## src/rtl/core/c8alu_pkg.sv

```systemverilog
`timescale 1ns / 1ps

package c8alu_pkg;

  localparam int unsigned DataWidth = 8;
  localparam int unsigned OpWidth   = 4;

  typedef enum logic [OpWidth-1:0] {
    OP_ADC  = 4'd0,
    OP_SBC  = 4'd1,
    OP_AND  = 4'd2,
    OP_OR   = 4'd3,
    OP_XOR  = 4'd4,
    OP_CMP  = 4'd5,
    OP_BIT  = 4'd6,
    OP_ASL  = 4'd7,
    OP_LSR  = 4'd8,
    OP_ROL  = 4'd9,
    OP_ROR  = 4'd10,
    OP_INC  = 4'd11,
    OP_DEC  = 4'd12,
    OP_LOAD = 4'd13
  } op_e;

  typedef struct packed {
    logic [OpWidth-1:0]   req_type;
    logic [DataWidth-1:0] acc_in;
    logic [DataWidth-1:0] operand;
    logic                 carry_in;
    logic                 overflow_in;
  } req_t;

  typedef struct packed {
    logic [DataWidth-1:0] result;
    logic                 carry_out;
    logic                 zero_out;
    logic                 negative_out;
    logic                 overflow_out;
  } rsp_t;

endpackage

```

## src/rtl/core/c8alu_req_if.sv

```systemverilog
`timescale 1ns / 1ps

interface c8alu_req_if;
  logic                              valid;
  logic                              ready;
  logic [c8alu_pkg::OpWidth-1:0]     req_type;
  logic [c8alu_pkg::DataWidth-1:0]   acc_in;
  logic [c8alu_pkg::DataWidth-1:0]   operand;
  logic                              carry_in;
  logic                              overflow_in;

  modport source (
    output valid, req_type, acc_in, operand, carry_in, overflow_in,
    input  ready
  );

  modport sink (
    input  valid, req_type, acc_in, operand, carry_in, overflow_in,
    output ready
  );
endinterface

```

## src/rtl/core/c8alu_rsp_if.sv

```systemverilog
`timescale 1ns / 1ps

interface c8alu_rsp_if;
  logic                              valid;
  logic                              ready;
  logic [c8alu_pkg::DataWidth-1:0]   result;
  logic                              carry_out;
  logic                              zero_out;
  logic                              negative_out;
  logic                              overflow_out;

  modport source (
    output valid, result, carry_out, zero_out, negative_out, overflow_out,
    input  ready
  );

  modport sink (
    input  valid, result, carry_out, zero_out, negative_out, overflow_out,
    output ready
  );
endinterface

```

## src/rtl/core/c8alu_core.sv

```systemverilog
`timescale 1ns / 1ps

module c8alu_core (
  input  c8alu_pkg::req_t req_i,
  output c8alu_pkg::rsp_t rsp_o
);

  localparam int unsigned W = c8alu_pkg::DataWidth;

  c8alu_pkg::op_e op;
  logic [W-1:0]   a;
  logic [W-1:0]   m;
  logic [W-1:0]   addend;
  logic [W:0]     sum;
  logic [W:0]     diff;
  logic [W-1:0]   r;
  logic           c;
  logic           v;
  logic           z;
  logic           n;

  assign op = c8alu_pkg::op_e'(req_i.req_type);
  assign a  = req_i.acc_in;
  assign m  = req_i.operand;

  // SBC is ADC on the inverted operand; carry set means no borrow
  assign addend = (op == c8alu_pkg::OP_SBC) ? ~m : m;
  assign sum    = {1'b0, a} + {1'b0, addend} + {{W{1'b0}}, req_i.carry_in};
  assign diff   = {1'b0, a} - {1'b0, m};

  always_comb begin
    r = a;
    c = req_i.carry_in;
    v = req_i.overflow_in;
    z = (r == '0);
    n = r[W-1];
    unique case (op) inside
      c8alu_pkg::OP_ADC, c8alu_pkg::OP_SBC: begin
        r = sum[W-1:0];
        c = sum[W];
        v = ~(a[W-1] ^ addend[W-1]) & (a[W-1] ^ sum[W-1]);
      end
      c8alu_pkg::OP_AND:  r = a & m;
      c8alu_pkg::OP_OR:   r = a | m;
      c8alu_pkg::OP_XOR:  r = a ^ m;
      c8alu_pkg::OP_CMP:  r = a;
      c8alu_pkg::OP_BIT:  r = a;
      c8alu_pkg::OP_ASL: begin
        r = {m[W-2:0], 1'b0};
        c = m[W-1];
      end
      c8alu_pkg::OP_LSR: begin
        r = {1'b0, m[W-1:1]};
        c = m[0];
      end
      c8alu_pkg::OP_ROL: begin
        r = {m[W-2:0], req_i.carry_in};
        c = m[W-1];
      end
      c8alu_pkg::OP_ROR: begin
        r = {req_i.carry_in, m[W-1:1]};
        c = m[0];
      end
      c8alu_pkg::OP_INC:  r = m + W'(1);
      c8alu_pkg::OP_DEC:  r = m - W'(1);
      c8alu_pkg::OP_LOAD: r = m;
      default:            r = a;
    endcase

    z = (r == '0);
    n = r[W-1];

    // compare and bit test take their flags from elsewhere
    if (op == c8alu_pkg::OP_CMP) begin
      c = ~diff[W];
      z = (a == m);
      n = diff[W-1];
    end else if (op == c8alu_pkg::OP_BIT) begin
      z = ((a & m) == '0);
      n = m[W-1];
      v = m[W-2];
    end
  end

  assign rsp_o.result       = r;
  assign rsp_o.carry_out    = c;
  assign rsp_o.zero_out     = z;
  assign rsp_o.negative_out = n;
  assign rsp_o.overflow_out = v;

endmodule

```

## src/rtl/core/cpu8_alu_flags_unit.sv

```systemverilog
`timescale 1ns / 1ps
// Datapath: an accepted request is held in the input register, then passes through
// the ALU logic into the result register, which drives the response.
// Throughput: one transaction per cycle while no response waits for rsp_o.ready;
// the result register then holds, and a full input register holds with it.
// Reset: rst_ni clears both valid bits; payload registers are not reset.

module cpu8_alu_flags_unit (
  input  logic        clk_i,
  input  logic        rst_ni,
  c8alu_req_if.sink   req_i,
  c8alu_rsp_if.source rsp_o
);

  c8alu_pkg::req_t in_q;
  logic            in_valid_q;
  c8alu_pkg::rsp_t alu_rsp;
  c8alu_pkg::rsp_t out_q;
  logic            out_valid_q;
  logic            out_en;
  logic            in_en;

  assign out_en      = ~out_valid_q | rsp_o.ready;
  assign in_en       = ~in_valid_q | out_en;
  assign req_i.ready = in_en;

  always_ff @(posedge clk_i or negedge rst_ni) begin
    if (!rst_ni) begin
      in_valid_q  <= 1'b0;
      out_valid_q <= 1'b0;
    end else begin
      if (in_en) begin
        in_valid_q <= req_i.valid;
      end
      if (out_en) begin
        out_valid_q <= in_valid_q;
      end
    end
  end

  always_ff @(posedge clk_i) begin
    if (in_en && req_i.valid) begin
      in_q.req_type    <= req_i.req_type;
      in_q.acc_in      <= req_i.acc_in;
      in_q.operand     <= req_i.operand;
      in_q.carry_in    <= req_i.carry_in;
      in_q.overflow_in <= req_i.overflow_in;
    end
    if (out_en && in_valid_q) begin
      out_q <= alu_rsp;
    end
  end

  c8alu_core u_core (
    .req_i (in_q),
    .rsp_o (alu_rsp)
  );

  assign rsp_o.valid        = out_valid_q;
  assign rsp_o.result       = out_q.result;
  assign rsp_o.carry_out    = out_q.carry_out;
  assign rsp_o.zero_out     = out_q.zero_out;
  assign rsp_o.negative_out = out_q.negative_out;
  assign rsp_o.overflow_out = out_q.overflow_out;

  // an empty result register never blocks the input side
  assert property (@(posedge clk_i) disable iff (!rst_ni)
    !out_valid_q |-> req_i.ready)
    else $error("request stalled with empty result register");

  // a held operation moves into the result register when it has room
  assert property (@(posedge clk_i) disable iff (!rst_ni)
    (in_valid_q && out_en) |=> out_valid_q)
    else $error("operation lost between input and result register");

  // compare leaves the accumulator untouched
  assert property (@(posedge clk_i) disable iff (!rst_ni)
    (in_valid_q && out_en && (in_q.req_type == c8alu_pkg::OP_CMP))
      |=> (out_q.result == $past(in_q.acc_in)))
    else $error("compare modified the accumulator");

endmodule
```

## src/flat_wrapper.sv

```systemverilog
// flat-port wrapper written by rule: the top's interface ports become plain ports
module cpu8_alu_flags_unit_flat 
  (clk_i, rst_ni, req_i_valid, req_i_req_type, req_i_acc_in, req_i_operand, req_i_carry_in, req_i_overflow_in, req_i_ready, rsp_o_valid, rsp_o_result, rsp_o_carry_out, rsp_o_zero_out, rsp_o_negative_out, rsp_o_overflow_out, rsp_o_ready);
  c8alu_req_if req_i_i ();
  c8alu_rsp_if rsp_o_i ();
  input  logic clk_i;
  input  logic rst_ni;
  input wire logic [$bits(req_i_i.valid)-1:0] req_i_valid;
  input wire logic [$bits(req_i_i.req_type)-1:0] req_i_req_type;
  input wire logic [$bits(req_i_i.acc_in)-1:0] req_i_acc_in;
  input wire logic [$bits(req_i_i.operand)-1:0] req_i_operand;
  input wire logic [$bits(req_i_i.carry_in)-1:0] req_i_carry_in;
  input wire logic [$bits(req_i_i.overflow_in)-1:0] req_i_overflow_in;
  output wire logic [$bits(req_i_i.ready)-1:0] req_i_ready;
  output wire logic [$bits(rsp_o_i.valid)-1:0] rsp_o_valid;
  output wire logic [$bits(rsp_o_i.result)-1:0] rsp_o_result;
  output wire logic [$bits(rsp_o_i.carry_out)-1:0] rsp_o_carry_out;
  output wire logic [$bits(rsp_o_i.zero_out)-1:0] rsp_o_zero_out;
  output wire logic [$bits(rsp_o_i.negative_out)-1:0] rsp_o_negative_out;
  output wire logic [$bits(rsp_o_i.overflow_out)-1:0] rsp_o_overflow_out;
  input wire logic [$bits(rsp_o_i.ready)-1:0] rsp_o_ready;
  assign req_i_i.valid = req_i_valid;
  assign req_i_i.req_type = req_i_req_type;
  assign req_i_i.acc_in = req_i_acc_in;
  assign req_i_i.operand = req_i_operand;
  assign req_i_i.carry_in = req_i_carry_in;
  assign req_i_i.overflow_in = req_i_overflow_in;
  assign req_i_ready = req_i_i.ready;
  assign rsp_o_valid = rsp_o_i.valid;
  assign rsp_o_result = rsp_o_i.result;
  assign rsp_o_carry_out = rsp_o_i.carry_out;
  assign rsp_o_zero_out = rsp_o_i.zero_out;
  assign rsp_o_negative_out = rsp_o_i.negative_out;
  assign rsp_o_overflow_out = rsp_o_i.overflow_out;
  assign rsp_o_i.ready = rsp_o_ready;
  cpu8_alu_flags_unit u_core (.clk_i(clk_i), .rst_ni(rst_ni), .req_i(req_i_i), .rsp_o(rsp_o_i));
endmodule
```

## config.mk

```make
export PLATFORM = sky130hd
export DESIGN_NAME = cpu8_alu_flags_unit_flat
export DESIGN_NICKNAME = d
export VERILOG_FILES = /design/src/rtl/core/c8alu_pkg.sv /design/src/rtl/core/c8alu_req_if.sv /design/src/rtl/core/c8alu_rsp_if.sv /design/src/rtl/core/c8alu_core.sv /design/src/rtl/core/cpu8_alu_flags_unit.sv /design/src/flat_wrapper.sv
export SDC_FILE = /design/constraint.sdc
export NUM_CORES = 1
export LEC_CHECK = 0
export BUFFER_PORTS_ARGS = -buffer_cell sky130_fd_sc_hd__buf_2
export CAP_MARGIN = 20
export CORE_MARGIN = 1.5
export CORE_UTILIZATION = 29
export DETAILED_ROUTE_END_ITERATION = 8
export SLEW_MARGIN = 30
export SYNTH_ARGS = -nofsm -noshare
export SYNTH_HDL_FRONTEND = slang
export SYNTH_HIERARCHICAL = 1
export SYNTH_SLANG_ARGS = --single-unit
```

## constraint.sdc

```tcl
create_clock -name clk_i -period 11.02 [get_ports clk_i]
set_input_delay 2.204 -clock clk_i [delete_from_list [all_inputs] [get_ports clk_i]]
set_output_delay 2.204 -clock clk_i [all_outputs]
set_load 0.02 [all_outputs]
```

==> flow_summary.rst <==
.. list-table::
   :header-rows: 1

   * - Metric
     - Value
   * - Outcome
     - completed
   * - Tightest slew margin relative to the limit
     - 32.10%
   * - Post-route cell area
     - 3779 sq um
   * - Sequential cell area
     - 1071 sq um
   * - Starting Density
     - 29.65%
   * - Post-layout nets
     - 461
   * - Layout-stage area growth over the synthesis result
     - 11.60%
   * - Clock edge transition at the registers on the reported setup and hold paths
     - 50 ps
   * - Die outline width
     - 111.1 um
   * - Mapped Cells
     - 379
   * - Post-Synthesis Net Count
     - 439
   * - Crit Path Max Fanout
     - 3
   * - CORE AREA
     - 11420 sq um
   * - Static Leak
     - 1.484 nW
   * - First-pass GRT wire length
     - 15010 um
   * - Vias in the first global route
     - 2946
   * - Top Ports
     - 40
   * - Internal Power
     - 0.3212 mW
   * - Post-route setup TNS
     - 0 ps
   * - Final number of max-transition violations
     - 0
   * - Clock latency on the worst-skew pair
     - 280 ps
   * - CTS root buffer
     - clkbuf_16
   * - Worst slew pin tran
     - 1016 ps
   * - Compound-gate portion of the synthesized area
     - 22.88%
   * - Post-Synth XOR/XNOR Area
     - 4.915%
   * - Post-DP HPWL
     - 6870 um
   * - Setup Skew
     - 4.670 ps
   * - Path type of the worst setup path
     - input pin to output pin
   * - DRC
     - 0
   * - Vertical die dimension
     - 111.1 um
   * - Upper clock frequency limit
     - 207.2 MHz
   * - Max-cap violations
     - 0
   * - Required time worst endpoint
     - 8820 ps
   * - Mux share of post-synthesis cell area
     - 1.478%
   * - Post-route minimum period
     - 4825 ps
   * - Wire per inst
     - 17.62 um
   * - Number of enable flip-flop cells after synthesis
     - 34
   * - Startpoint of the worst-slack reg-to-reg timing path
     - u_core/in_q[19]$_DFFE_PP_
   * - Total setup violations reported at the end of the flow
     - 0
   * - CTS HTree Levels
     - 2
   * - Total number of yosys warnings
     - 6
   * - Sequential Power Share
     - 37.2%
   * - Share of total power in combinational logic
     - 28.5%
   * - Most used DFF post-synth
     - edfxtp_1
   * - Arrival @ worst endpoint
     - 2620 ps
   * - Number of hold violations in the final report
     - 0
   * - Remaining antenna violation count
     - 0
   * - Antenna violations before repair
     - 0
   * - Overall overflow remaining after global route
     - 0
   * - Final period utilization
     - 43.79%
   * - Share of the yosys chip area belonging to registers
     - 31.63%
   * - Power dissipated by switching net loads
     - 0.1496 mW
   * - Global router's overall resource usage
     - 15.25%
   * - Worst Setup End Kind
     - output pin
   * - Post-CTS resize count
     - 0
   * - TritonCTS buffer count
     - 5
   * - Overall Power
     - 0.4709 mW
   * - RSZ-0062 raised after global routing
     - false
   * - Proportion of layout cells with a drive suffix above 1
     - 15.92%
   * - FP Rows
     - 39
   * - Post-synth ARST share
     - 5.556%
   * - Synthesized cell area
     - 3386 sq um
   * - Clk pwr share
     - 34.4%
   * - Startpoint of the most critical hold path
     - u_core/in_valid_q$_DFFE_PN0P_
   * - Worst hold path class
     - flip-flop to flip-flop
   * - Hold Path End
     - u_core/rsp_o.valid$_DFFE_PN0P_
   * - 1st-pass router iterations
     - 5
   * - Hold buffers post-CTS
     - 0
   * - Mean post-synth cell area
     - 8.933 sq um
   * - Post-synth cell types
     - 70
   * - Cells on Worst Hold Path
     - 1
   * - Switching part of the total
     - 31.78%
   * - Post-CTS repair timing setup buffer count
     - 0
   * - Maximum number of pins on one net before global-route repair
     - 45
   * - Reg-to-reg slack, setup
     - 6940 ps
   * - Placement-stage cell area
     - 3611 sq um
   * - Total power per unit cell area
     - 124.6 nW/um^2
   * - Type of origin of the critical path
     - input pin
   * - IO buf count
     - 39
   * - Final weighted congestion in routability-driven placement
     - 0.8694
   * - Total Wirelength
     - 9601 um
   * - Multi-input logic area
     - 2027 sq um
   * - Die ar.
     - 12330 sq um
   * - Worst vdd rail ir drop
     - 56.05 uV
   * - Destination of the worst register-to-register timing path
     - u_core/rsp_o.zero_out$_DFFE_PP_
   * - CTS tree
     - built
   * - Worst R2R Path Depth
     - 14
   * - Final Hold Slack
     - 548.5 ps
   * - Initial DRC count
     - 323
   * - Post-synthesis simple-gate area fraction
     - 17.59%
   * - Number of antenna repair diodes
     - 0
   * - Routed via count
     - 3082
   * - Filler Cells Inserted
     - 1207
   * - Average via count per standard cell
     - 5.655
   * - Synthesized flop and latch total
     - 36
   * - Largest family of logic cells by synthesized area
     - compound AO/OA/AOI/OAI gates
   * - Clk sink count
     - 36
   * - CTS max path bufs
     - 2
   * - Fraction of the mapped netlist area in adder cells
     - 13.01%
==> Yosys cell counts, types with 4 or more instances <==
cell type  instances  area [sq um]
nor3b_1            4         30.03
xnor2_1           17         148.9
edfxtp_1          34          1021
o21ai_0           23         115.1
inv_1             23         86.33
a221oi_1           6         52.55
nor4_1             5         31.28
o21ai_1            4         20.02
a31oi_1            7         43.79
a21oi_1           25         125.1
clkbuf_1          10         37.54
buf_6              4         45.04
nor2_1            34         127.6
nand2_1           29         108.9
nand3_1            4         20.02
mux2i_1            5         50.05
nor3_1            10         50.05
nand2b_1           7         43.79
ha_1              32         400.4
o211ai_1           4         30.03
a32oi_1            5         43.79
buf_4              5         37.54
buf_2              7         35.03
==> power by group through the flow <==
stage          Sequential (mW)  Clock (mW)  Combinational [mW]
5_1_grt                  0.177       0.174               0.146
4_1_cts                  0.175       0.167               0.131
6_report                 0.175       0.162               0.134
3_3_place_gp             0.177           0               0.129
3_5_place_dp             0.178           0               0.131
2_1_floorplan            0.180           0              0.0938
==> worst max-delay path by stage <==
stage | start | to | slack [ps] | depth (start not counted)
after global routing | rsp_o_ready | req_i_ready | 6170 | 3
after CTS | rsp_o_ready | req_i_ready | 6190 | 3
final | rsp_o_ready | req_i_ready | 6190 | 3
after global placement | rsp_o_ready | req_i_ready | 6200 | 3
after detailed placement | rsp_o_ready | req_i_ready | 6190 | 3
after floorplan | rsp_o_ready | req_i_ready | 6440 | 1
==> state kept, by name (all words and copies together) (netlist names) <==
signal,count
u_core/rsp_o.zero_out,1
u_core/rsp_o.overflow_out,1
u_core/rsp_o.valid,1
u_core/rsp_o.carry_out,1
u_core/in_valid_q,1
u_core/rsp_o.result,8
u_core/rsp_o.negative_out,1
u_core/in_q,22
==> stage by stage <==
stage          std cells  setup slack, ps  util, %
3_3_place_gp         537             6204    31.62
3_5_place_dp         537             6190    31.62
6_report             545             6195    33.09
2_1_floorplan        379             6436        -
4_1_cts              545             6189    33.09
5_1_grt              545             6171    33.09
==> cell type report <==
cell class,count,share of cell area [%]
clock buffer,5,3.311
tap,143,4.735
inverter,27,2.682
sequential,36,28.34
multi-input combinational,287,53.64
clock inverter,3,1.126
timing repair buffer,44,6.159
==> worst max-delay path, cell delays in order <==
cell,delay [ps]
buf_2,100
nand3b_4,150
buf_2,170
==> placed cells by master, fill, tap and decap left out, types with 4 or more instances in the layout <==
cell type,instances
nand2b_1,7
nor3b_1,4
buf_2,39
a31oi_1,7
buf_4,5
nand3_1,4
a32oi_1,5
nor3_1,10
nor4_1,5
nand2_1,29
clkbuf_16,5
edfxtp_1,34
nor2_1,34
o21ai_0,23
o211ai_1,4
xnor2_1,17
mux2i_1,5
a221oi_1,6
a21oi_1,25
ha_1,32
o21ai_1,4
inv_1,23
==> metal layers <==
| metal | vias up | routed length [um] | global-route usage (%) |
|---|---|---|---|
| li1 | 1445 | - | - |
| met1 | 1429 | 4095 | 19.38 |
| met2 | 178 | 4322 | 24.61 |
| met3 | 30 | 887 | 4.210 |
| met4 | 0 | 295 | 5.992 |
| met5 | - | 0 | 0 |
==> cells by family (layout without fill, tap and decap cells) <==
logic type | after synthesis | count (layout)
AOI/OAI and AO/OA | 113 | 113
xor gates and xnor gates | 19 | 19
adders and majority gates | 34 | 34
buffers and inverters | 56 | 79
DFF | 36 | 36
muxes | 5 | 5
and+or+nand+nor | 116 | 116
Power figures use the tool's default switching activity.
